<file path="src/ght_pkg.sv">
// ----------------------------------------------------------------------------
// ght_pkg
// Shared constants, codes and types of the generational handle table.
// ----------------------------------------------------------------------------
package ght_pkg;

    localparam int SLOTS        = 2048;
    localparam int TABLES       = 2;
    localparam int SLOT_BITS    = $clog2(SLOTS);          // slot index width
    localparam int HEAD_BITS    = SLOT_BITS + 1;          // holds SLOTS as empty mark
    localparam int TBL_BITS     = $clog2(TABLES);
    localparam int ADDR_BITS    = TBL_BITS + SLOT_BITS;   // entry address
    localparam int VERSION_BITS = 24;
    localparam int PAYLOAD_BITS = 32;

    localparam logic [HEAD_BITS-1:0]    EMPTY_MARK  = HEAD_BITS'(SLOTS);
    localparam logic [VERSION_BITS-1:0] VERSION_MAX = '1;

    // opcodes
    localparam logic [1:0] OP_ALLOC  = 2'd0;
    localparam logic [1:0] OP_FREE   = 2'd1;
    localparam logic [1:0] OP_LOOKUP = 2'd2;

    // result status codes
    localparam logic [1:0] STAT_OK   = 2'd0;
    localparam logic [1:0] STAT_FULL = 2'd1;
    localparam logic [1:0] STAT_BAD  = 2'd2;

    typedef enum logic {
        ST_IDLE,
        ST_EXEC
    } t_state;

    // one memory word: all per-slot state
    typedef struct packed {
        logic                    live;
        logic [HEAD_BITS-1:0]    free_link;
        logic [VERSION_BITS-1:0] version;
        logic [PAYLOAD_BITS-1:0] payload;
    } t_entry;

    localparam int ENTRY_BITS = $bits(t_entry);

    // transaction in flight plus the table's list state
    typedef struct packed {
        logic [1:0]              op;
        logic [TBL_BITS-1:0]     tbl;
        logic [SLOT_BITS-1:0]    slot;
        logic [VERSION_BITS-1:0] ver;
        logic [PAYLOAD_BITS-1:0] pay;
        logic [HEAD_BITS-1:0]    head;
        logic [HEAD_BITS-1:0]    used;
    } t_req;

    // result and update requests from the execute stage
    typedef struct packed {
        logic [1:0]              status;
        logic [SLOT_BITS-1:0]    slot;
        logic [VERSION_BITS-1:0] ver;
        logic [PAYLOAD_BITS-1:0] pay;
        logic                    mem_we;
        t_entry                  wdata;
        logic                    head_we;
        logic [HEAD_BITS-1:0]    head_new;
        logic                    used_we;
        logic [HEAD_BITS-1:0]    used_new;
    } t_exec;

endpackage

</file>
<file path="src/ght_exec.sv">
// ----------------------------------------------------------------------------
// ght_exec
// Modify step: decides the result and the write-back from the slot just read.
// ----------------------------------------------------------------------------
module ght_exec (
    input  ght_pkg::t_req   i_req,
    input  ght_pkg::t_entry i_rd,
    output ght_pkg::t_exec  o_res
);

    logic                             handle_ok;
    logic [ght_pkg::VERSION_BITS-1:0] bumped;

    // slot must have been appended, be live and match the version exactly
    assign handle_ok = ({1'b0, i_req.slot} < i_req.used) && i_rd.live
                       && (i_rd.version == i_req.ver);
    assign bumped    = ght_pkg::VERSION_BITS'(i_rd.version + 1'b1);

    always_comb begin
        o_res          = '0;
        o_res.status   = ght_pkg::STAT_BAD;
        o_res.slot     = i_req.slot;
        o_res.head_new = i_req.head;
        o_res.used_new = i_req.used;
        o_res.wdata    = i_rd;
        case (i_req.op)
            ght_pkg::OP_ALLOC: begin
                if (i_req.head != ght_pkg::EMPTY_MARK) begin
                    // pop the free list
                    o_res.status        = ght_pkg::STAT_OK;
                    o_res.slot          = i_req.head[ght_pkg::SLOT_BITS-1:0];
                    o_res.ver           = i_rd.version;
                    o_res.mem_we        = 1'b1;
                    o_res.wdata.live    = 1'b1;
                    o_res.wdata.payload = i_req.pay;
                    o_res.head_we       = 1'b1;
                    o_res.head_new      = i_rd.free_link;
                end else if (i_req.used != ght_pkg::EMPTY_MARK) begin
                    // append a fresh slot at version zero
                    o_res.status          = ght_pkg::STAT_OK;
                    o_res.slot            = i_req.used[ght_pkg::SLOT_BITS-1:0];
                    o_res.mem_we          = 1'b1;
                    o_res.wdata.live      = 1'b1;
                    o_res.wdata.free_link = ght_pkg::EMPTY_MARK;
                    o_res.wdata.version   = '0;
                    o_res.wdata.payload   = i_req.pay;
                    o_res.used_we         = 1'b1;
                    o_res.used_new        = ght_pkg::HEAD_BITS'(i_req.used + 1'b1);
                end else begin
                    o_res.status = ght_pkg::STAT_FULL;
                    o_res.slot   = '0;
                end
            end
            ght_pkg::OP_FREE: begin
                if (handle_ok) begin
                    o_res.status        = ght_pkg::STAT_OK;
                    o_res.ver           = bumped;
                    o_res.mem_we        = 1'b1;
                    o_res.wdata.live    = 1'b0;
                    o_res.wdata.version = bumped;
                    o_res.wdata.payload = '0;
                    // a slot at the top version retires instead of being pushed
                    if (bumped != ght_pkg::VERSION_MAX) begin
                        o_res.wdata.free_link = i_req.head;
                        o_res.head_we         = 1'b1;
                        o_res.head_new        = {1'b0, i_req.slot};
                    end
                end
            end
            ght_pkg::OP_LOOKUP: begin
                if (handle_ok) begin
                    o_res.status = ght_pkg::STAT_OK;
                    o_res.ver    = i_req.ver;
                    o_res.pay    = i_rd.payload;
                end
            end
            default: begin
                o_res.status = ght_pkg::STAT_BAD;
            end
        endcase
    end

endmodule

</file>
<file path="config.mk">
export PLATFORM = sky130hd
export DESIGN_NAME = ght_exec
export DESIGN_NICKNAME = d
export VERILOG_FILES = /design/src/ght_pkg.sv /design/src/ght_exec.sv
export SDC_FILE = /design/constraint.sdc
export NUM_CORES = 1
export LEC_CHECK = 0
export ABC_AREA = 1
export BUFFER_PORTS_ARGS = -buffer_cell sky130_fd_sc_hd__clkbuf_2
export CAP_MARGIN = 20
export CORE_AREA = 4 4 127 129
export DETAILED_ROUTE_END_ITERATION = 8
export DIE_AREA = 0 0 131 133
export GPL_ROUTABILITY_DRIVEN = 0
export SLEW_MARGIN = 40
export SYNTH_ARGS = -nofsm -noshare
export SYNTH_HDL_FRONTEND = slang
export SYNTH_SLANG_ARGS = --single-unit
</file>
<file path="constraint.sdc">
create_clock -name vclk -period 6
set_input_delay 1.2 -clock vclk [all_inputs]
set_output_delay 1.2 -clock vclk [all_outputs]
set_load 0.03 [all_outputs]
</file>
==> run metrics, run 1 <==
status=finished, final reports clean; commonest non-fill, non-tap cell in the layout=nand2_1; antenna viol nets, final=0; register area=0 um2; 1st-iter DRT viols=approximately 550; total track usage=0.2553; Post-Syn Instances=between 1000 and 1500; area grow syn2layout=36.31%; slew margin rel.=0.4631; IO Pins=about 330; Net Switching=0.3729 mW; M1 WL=approximately 9.9 mm; VDD IR-drop max=between 0.03 and 0.04 mV; drt via density=approximately 4.9; Comb pwr share=1.000; Sequential Power Share=0; CP max FO=20; initial antenna violation count=0; via count=about 7600; critical path arrival=4.03 ns; seq_cells=0; worst hold path type=input port to output port; Final setup viols=0; Sw Share=0.7063; Die H=133 um; Hold Path Sink=o_res[109]; metal3 WL=1.897 mm; n_diodes=0; highest metal used=met4; Max-Cap Viols=0; P_leak=4.292 nW; CP Class=input port to output port; leading cell types in the layout, fill and taps excluded=nand2_1, clkbuf_2, inv_1; grt total ovfl=0; First-pass DRT Iterations=7; hold path start=i_rd[13]; Max Slew Vio Count=0; cts hold-fix bufs=0; RSZ-0062 raised after global routing=false; setup bufs post-CTS=0; Worst Tran Pin Value=approximately 0.8 ns; pin count of the biggest net entering global routing=41; Crit. End Element=output port; register area share after synthesis=0; area share of the largest cell type after synthesis=0.3476; Synth Area per Inst=about 4.5 um2; fin crit share=0.8721; die area=~17000 um2; Final Hold Viols=0; first-pass GRT wire length=about 36 mm; WHS Path Cells=4; post-DP HPWL=between 20 and 25 mm; Worst EP required=around 4.8 ns; netlist area before placement=approximately 4800 um2; Resized Gates After CTS=0; Clock Power Share=0; initial core utilization=0.3161; Synth area leaders=nand2_1, inv_1, nand3_1; Mapped Nets=between 1000 and 1500; clock buffer count=0; final WL=between 20 and 25 mm; crit path time final=5.232 ns; DR WL met2=~11 mm; count of different cell masters after synthesis=38; vias in the first global route=around 7100; core area=roughly 15000 um2; Worst setup SP type=input port; WL per Instance=approximately 15 um; layout net count=about 1500; PortBufs=327; Fin Setup TNS=0 ns; Post-Layout Inst Area=between 6000 and 7000 um2; utilization of the core after routing=0.4309; DRC viols=0; YS warnings=0; # rows=between 40 and 50; Power Internal=~0.16 mW; Max Clock Freq=0.1911 GHz; FILL cells=roughly 1800; fraction of layout cells with a size suffix above 1=0.2712; leading area contributor after synthesis=nand2_1; die width=around 130 um; PD cells=81.50 nW/um2; Cell Area, Placed=6477 um2
metrics by stage:
step	cells	worst slack, ns	hold slack, ns	power (mW)
3_5_place_dp	1534	0.8464	2.733	0.5266
4_1_cts	1534	0.8385	2.735	0.5281
6_report	1534	0.7677	2.737	0.5279
2_1_floorplan	1054	1.544	2.551	0.3288
3_3_place_gp	1534	0.8382	2.731	0.5244
5_1_grt	1534	0.4042	2.754	0.5777
how the worst max path moves through the flow:
stage | slack, ns | end | start | cells past startpoint
floorplan | 1.54 | o_res[1] | i_req[1] | 8
global placement | 0.84 | o_res[63] | i_req[10] | 16
detailed placement | 0.85 | o_res[87] | i_rd[33] | 17
CTS | 0.84 | o_res[87] | i_rd[33] | 17
global route | 0.40 | o_res[89] | i_rd[33] | 17
finish | 0.77 | o_res[87] | i_rd[33] | 17
critical path, cell delays in order:
cell,delay (ns)
clkbuf_2,0.18
ha_1,0.22
nand2_1,0.13
nor2_4,0.22
nand3b_1,0.28
nor2_1,0.16
nand2_1,0.08
nand2_1,0.11
nor2_1,0.05
nand2_1,0.07
nor2_2,0.04
nand2_2,0.34
nand2_2,0.25
inv_2,0.24
nor2_1,0.07
a21oi_1,0.15
clkbuf_2,0.25
power groups by stage:
stage	clock network (mW)	registers, mW	logic, mW
after floorplan	0	0	0.329
after global placement	0	0	0.524
after detailed placement	0	0	0.527
after CTS	0	0	0.528
after global routing	0	0	0.578
final	0	0	0.528
metal layers:
| metal | vias up | track usage |
|---|---|---|
| met4 | 0 | 0.07143 |
| met5 | - | 0 |
| met3 | 52 | 0.02705 |
| met1 | 3297 | 0.3349 |
| met2 | 362 | 0.4371 |
| li1 | 3850 | - |
cells by family (layout without fill, tap and decap cells):
kind of cell | Yosys count | after routing | synth area share
fa+ha+maj | 20 | 20 | 0.05266
xor+xnor | 17 | 17 | 0.03133
buf+inv | 216 | 508 | 0.1835
simple gates | 753 | 753 | 0.6719
compound gates | 48 | 48 | 0.06056
area by class of cell:
| type | count | area, um2 | area share |
|---|---|---|---|
| multi-input cells | 838 | 3885 | 0.5998 |
| repair buffers | 338 | 1719 | 0.2654 |
| inverters | 170 | 638.1 | 0.09851 |
| well taps | 188 | 235.2 | 0.03631 |
synthesized netlist by cell type (all sizes together):
master	n
o21ai	14
a31oi	3
nand2	445
nand3	120
nor4	5
or2	2
nor3	7
ha	20
o211ai	2
o22ai	1
clkinv	2
nor2	129
nand4	34
and3	1
xnor2	5
inv	168
buf	25
a22oi	1
nand2b	1
clkbuf	21
a211oi	1
xor2	12
and2	5
a21oi	18
nand3b	4
o21bai	1
o221ai	7
Note: power is estimated with default switching activity, not from simulation.
==> run 2, diff against run 1 <==
CORE_AREA = 4 4 124 126   (was 4 4 127 129)
DIE_AREA = 0 0 128 130   (was 0 0 131 133)
PLACE_DENSITY = 0.67   (was default)
==> run 2 against run 1 <==
Effect of this change:
- final cell count decreased by 0.26%
- wire length decreased by 3.2%
- critical endpoint is now o_res[92]
- sequential share of layout area unchanged
- worst setup slack improved by 0.063 ns
- sequential cell count unchanged
- die area decreased by 4.5%
==> run metrics, run 2 (synthesized netlist as in run 1, its figures left out) <==
status=finished, final reports clean; Fin Setup TNS=0 ns; fraction of layout cells with a size suffix above 1=0.2704; fin crit share=0.8616; Max Slew Vio Count=0; Resized Gates After CTS=0; cell mode on critical path=nand2_1; Worst setup SP type=input port; area grow syn2layout=36.15%; final WL=roughly 23 mm; crit path time final=roughly 5.2 ns; Worst EP required=between 4 and 5 ns; commonest non-fill, non-tap cell in the layout=nand2_1; Post-Layout Inst Area=about 6500 um2; CP Class=input port to output port; vias in the first global route=between 6000 and 7000; Final Hold Viols=0; grt total ovfl=0; Critical Path Max Stage Delay=approximately 0.34 ns; initial antenna violation count=0; slowest CP cell=nand2_2; die width=roughly 130 um; Die H=130 um; 1st-iter DRT viols=705; Cell Area, Placed=~6500 um2; die area=16640 um2; pin count of the biggest net entering global routing=approximately 40; PD cells=slightly above 80 nW/um2; layout net count=1531; worst hold path type=input port to output port; Max-Cap Viols=0; register area=0 um2; CP Cell Sequence=clkbuf_2 -> ha_1 -> nand2_1 -> nor2_4 -> nand3b_1 -> nor2_1 -> nand2_1 -> nand2_1 -> nor2_1 -> nand2_1 -> nor2_2 -> nand2_2 -> nand2_2 -> inv_2 -> nor2_1 -> a21oi_1 -> clkbuf_2; cts hold-fix bufs=0; antenna viol nets, final=0; drt via density=approximately 5.0; n_diodes=0; total track usage=0.2535; slew margin rel.=0.4901; FILL cells=approximately 1700; Final setup viols=0; CP max FO=20; leading cell types in the layout, fill and taps excluded=nand2_1, clkbuf_2, inv_1; WL per Instance=roughly 15 um; initial core utilization=0.3320; seq_cells=0; P_leak=about 4.3 nW; First-pass DRT Iterations=5; critical path arrival=~4.0 ns; Max Clock Freq=~0.19 GHz; PortBufs=327; via count=around 7600; first-pass GRT wire length=34.85 mm; post-DP HPWL=slightly below 20 mm; setup bufs post-CTS=0; Worst Tran Pin Value=approximately 0.76 ns; DRC viols=0; VDD IR-drop max=between 0.03 and 0.04 mV; RSZ-0062 raised after global routing=false; clock buffer count=0; WHS Path Cells=4; Crit. End Element=output port; IO Pins=between 300 and 400; # rows=44; core area=~14000 um2
-- run 2: critical path, delay by kind of cell --
family,cells,cell delay [ns]
simple gates,12,1.77
fa+ha+maj,1,0.21
buf+inv,3,0.63
compound gates,1,0.14
-- run 2: power breakdown --
part / total, mW / switching [mW] / leakage, nW / internal [mW]
clock: 0 / 0 / 0 / 0
combinational: 0.527 / 0.372 / 4.29 / 0.156
sequential: 0 / 0 / 0 / 0
-- run 2: path summary, 6_finish.rpt --
check	startpoint	end	slack, ns
worst max-delay path	i_rd[33]	o_res[92]	0.83
worst min-delay path	i_rd[17]	o_res[113]	2.73
-- run 2: layout make-up --
type                            count  area, um2  share of cell area
Tap cell                          184      230.2             0.03558
Inverter                          170      638.1             0.09863
Multi-Input combinational cell    838       3882              0.6001
Timing Repair Buffer              338       1719              0.2657
-- run 2: layer usage --
metal | global-route usage | vias to the layer above | share of wire
li1 | - | 3845 | -
met1 | 0.3385 | 3292 | 0.41
met2 | 0.4445 | 420 | 0.48
met3 | 0.01474 | 37 | 0.088
met4 | 0.06804 | 0 | 0.027
met5 | 0 | - | 0
-- run 2: metrics by stage --
step	total power, mW	hold slack (ns)	setup slack [ns]	cells	utilization
after floorplan	0.3288	2.551	1.544	1054	-
after global placement	0.5222	2.730	0.8618	1530	0.4520
after detailed placement	0.5246	2.734	0.8581	1530	0.4520
after CTS	0.5264	2.736	0.8581	1530	0.4520
after global routing	0.5740	2.745	0.5510	1530	0.4520
final	0.5274	2.734	0.8304	1530	0.4520
==> run 3, diff against run 2 <==
CORE_AREA = 4 4 126 128   (was 4 4 124 126)
DIE_AREA = 0 0 130 132   (was 0 0 128 130)
PLACE_DENSITY = default   (was 0.67)
clock period = 4.9 ns   (was 6 ns; I/O delays follow)
==> run 3 against run 2 <==
Effect of this change:
- via count shrank 0.33%
- highest routed layer unchanged
- worst setup slack lost 0.54 ns
- utilization shrank 1.6 points
- sequential cell count is the same
- final cell count grew 0.26%
- count of clock-buffer cells in the layout is the same
==> run metrics, run 3 (synthesized netlist as in run 1, its figures left out) <==
status=finished, final reports clean; WL per Instance=between 15 and 20 um; slew margin rel.=0.4851; core area=about 15000 um2; layout net count=approximately 1500; RSZ-0062 raised after global routing=false; CP delay by family, top=simple AND/OR/NAND/NOR gates; PD cells=99.69 nW/um2; Final setup viols=0; Resized Gates After CTS=0; Critical Path Max Stage Delay=0.44 ns; slowest CP cell=buf_4; clock buffer count=0; crit path time final=roughly 4.6 ns; crit path launch=i_req[7]; Worst Tran Pin Value=a little under 0.8 ns; Max Slew Vio Count=0; first-pass GRT wire length=about 36 mm; placed cells=1534; die area=~17000 um2; IO Pins=about 330; setup bufs post-CTS=0; final WL=23.37 mm; CP max FO=33; seq_cells=0; grt total ovfl=0; 1st-iter DRT viols=511; die width=roughly 130 um; fin crit share=0.9406; DRC viols=0; M1 WL=between 9 and 10 mm; hold path start=i_rd[18]; critical path depth in cells=14; commonest non-fill, non-tap cell in the layout=nand2_1; highest metal used=met4; Final Instance Count excl. Fillers=roughly 1500; Max-Cap Viols=0; P_leak=4.288 nW; vias in the first global route=between 6000 and 7000; CP Cell Sequence=clkbuf_2 -> inv_1 -> ha_1 -> nand2_1 -> nor2_1 -> a211oi_1 -> a21oi_1 -> nor2_2 -> buf_4 -> nand4_1 -> nand3_1 -> nand2_1 -> inv_1 -> clkbuf_2; leading cell types in the layout, fill and taps excluded=nand2_1, clkbuf_2, inv_1; n_diodes=0; Fin Setup TNS=0 ns; CP Class=input port to output port; drt via density=between 4 and 5; First-pass DRT Iterations=5; WHS Path Cells=4; initial core utilization=0.3197; pin count of the biggest net entering global routing=41; Worst setup SP type=input port; Cell Area, Placed=6475 um2; post-DP HPWL=19.93 mm; PortBufs=approximately 330; worst hold path type=input port to output port; area grow syn2layout=36.26%; metal3 WL=around 2 mm; Die H=between 100 and 150 um; Final Hold Viols=0; cts hold-fix bufs=0; antenna viol nets, final=0; fraction of layout cells with a size suffix above 1=0.2712; critical path arrival=roughly 3.6 ns; Worst EP required=3.92 ns; VDD IR-drop max=approximately 0.043 mV; DR WL met2=11.07 mm; total track usage=0.2558; # rows=45; initial antenna violation count=0; via count=~7600; Post-Layout Inst Area=6475 um2; Crit. End Element=output port; register area=0 um2; Max Clock Freq=approximately 0.22 GHz; CP Buf/Inv Count=5
run 3: cell count changes in the layout (fill, tap and decap cells not counted), sizes merged:
cell | before | now
clkinv | 3 | 2
inv | 167 | 168
run 3: path summary, 6_finish.rpt:
check	endpoint	slack, ns
worst max-delay path	o_res[144]	0.29
worst min-delay path	o_res[114]	2.29
run 3: layout make-up:
type / instances / area (um2)
Fill cell: 1760 / 8389
Inverter: 170 / 638.1
Multi-Input combinational cell: 838 / 3882
Tap cell: 188 / 235.2
Timing Repair Buffer: 338 / 1719
run 3: through the flow:
stage / total power [mW] / hold WS [ns] / utilization / setup slack [ns]
2_1_floorplan: 0.4026 / 2.111 / - / 0.8840
3_3_place_gp: 0.6422 / 2.291 / 0.4356 / 0.2945
3_5_place_dp: 0.6444 / 2.292 / 0.4356 / 0.3075
4_1_cts: 0.6463 / 2.293 / 0.4356 / 0.3139
5_1_grt: 0.7058 / 2.311 / 0.4356 / 0.02741
6_report: 0.6455 / 2.293 / 0.4356 / 0.2911
run 3: routing by layer:
layer | track usage | vias to the layer above
met2 | 0.4464 | 373
met4 | 0.05196 | 0
met3 | 0.02472 | 33
li1 | - | 3849
met5 | 0 | -
met1 | 0.3396 | 3314
run 3: power breakdown:
part	switching, mW	total, mW	internal, mW
clock	0	0	0
combinational	0.455	0.645	0.190
sequential	0	0	0
total	0.455	0.645	0.190
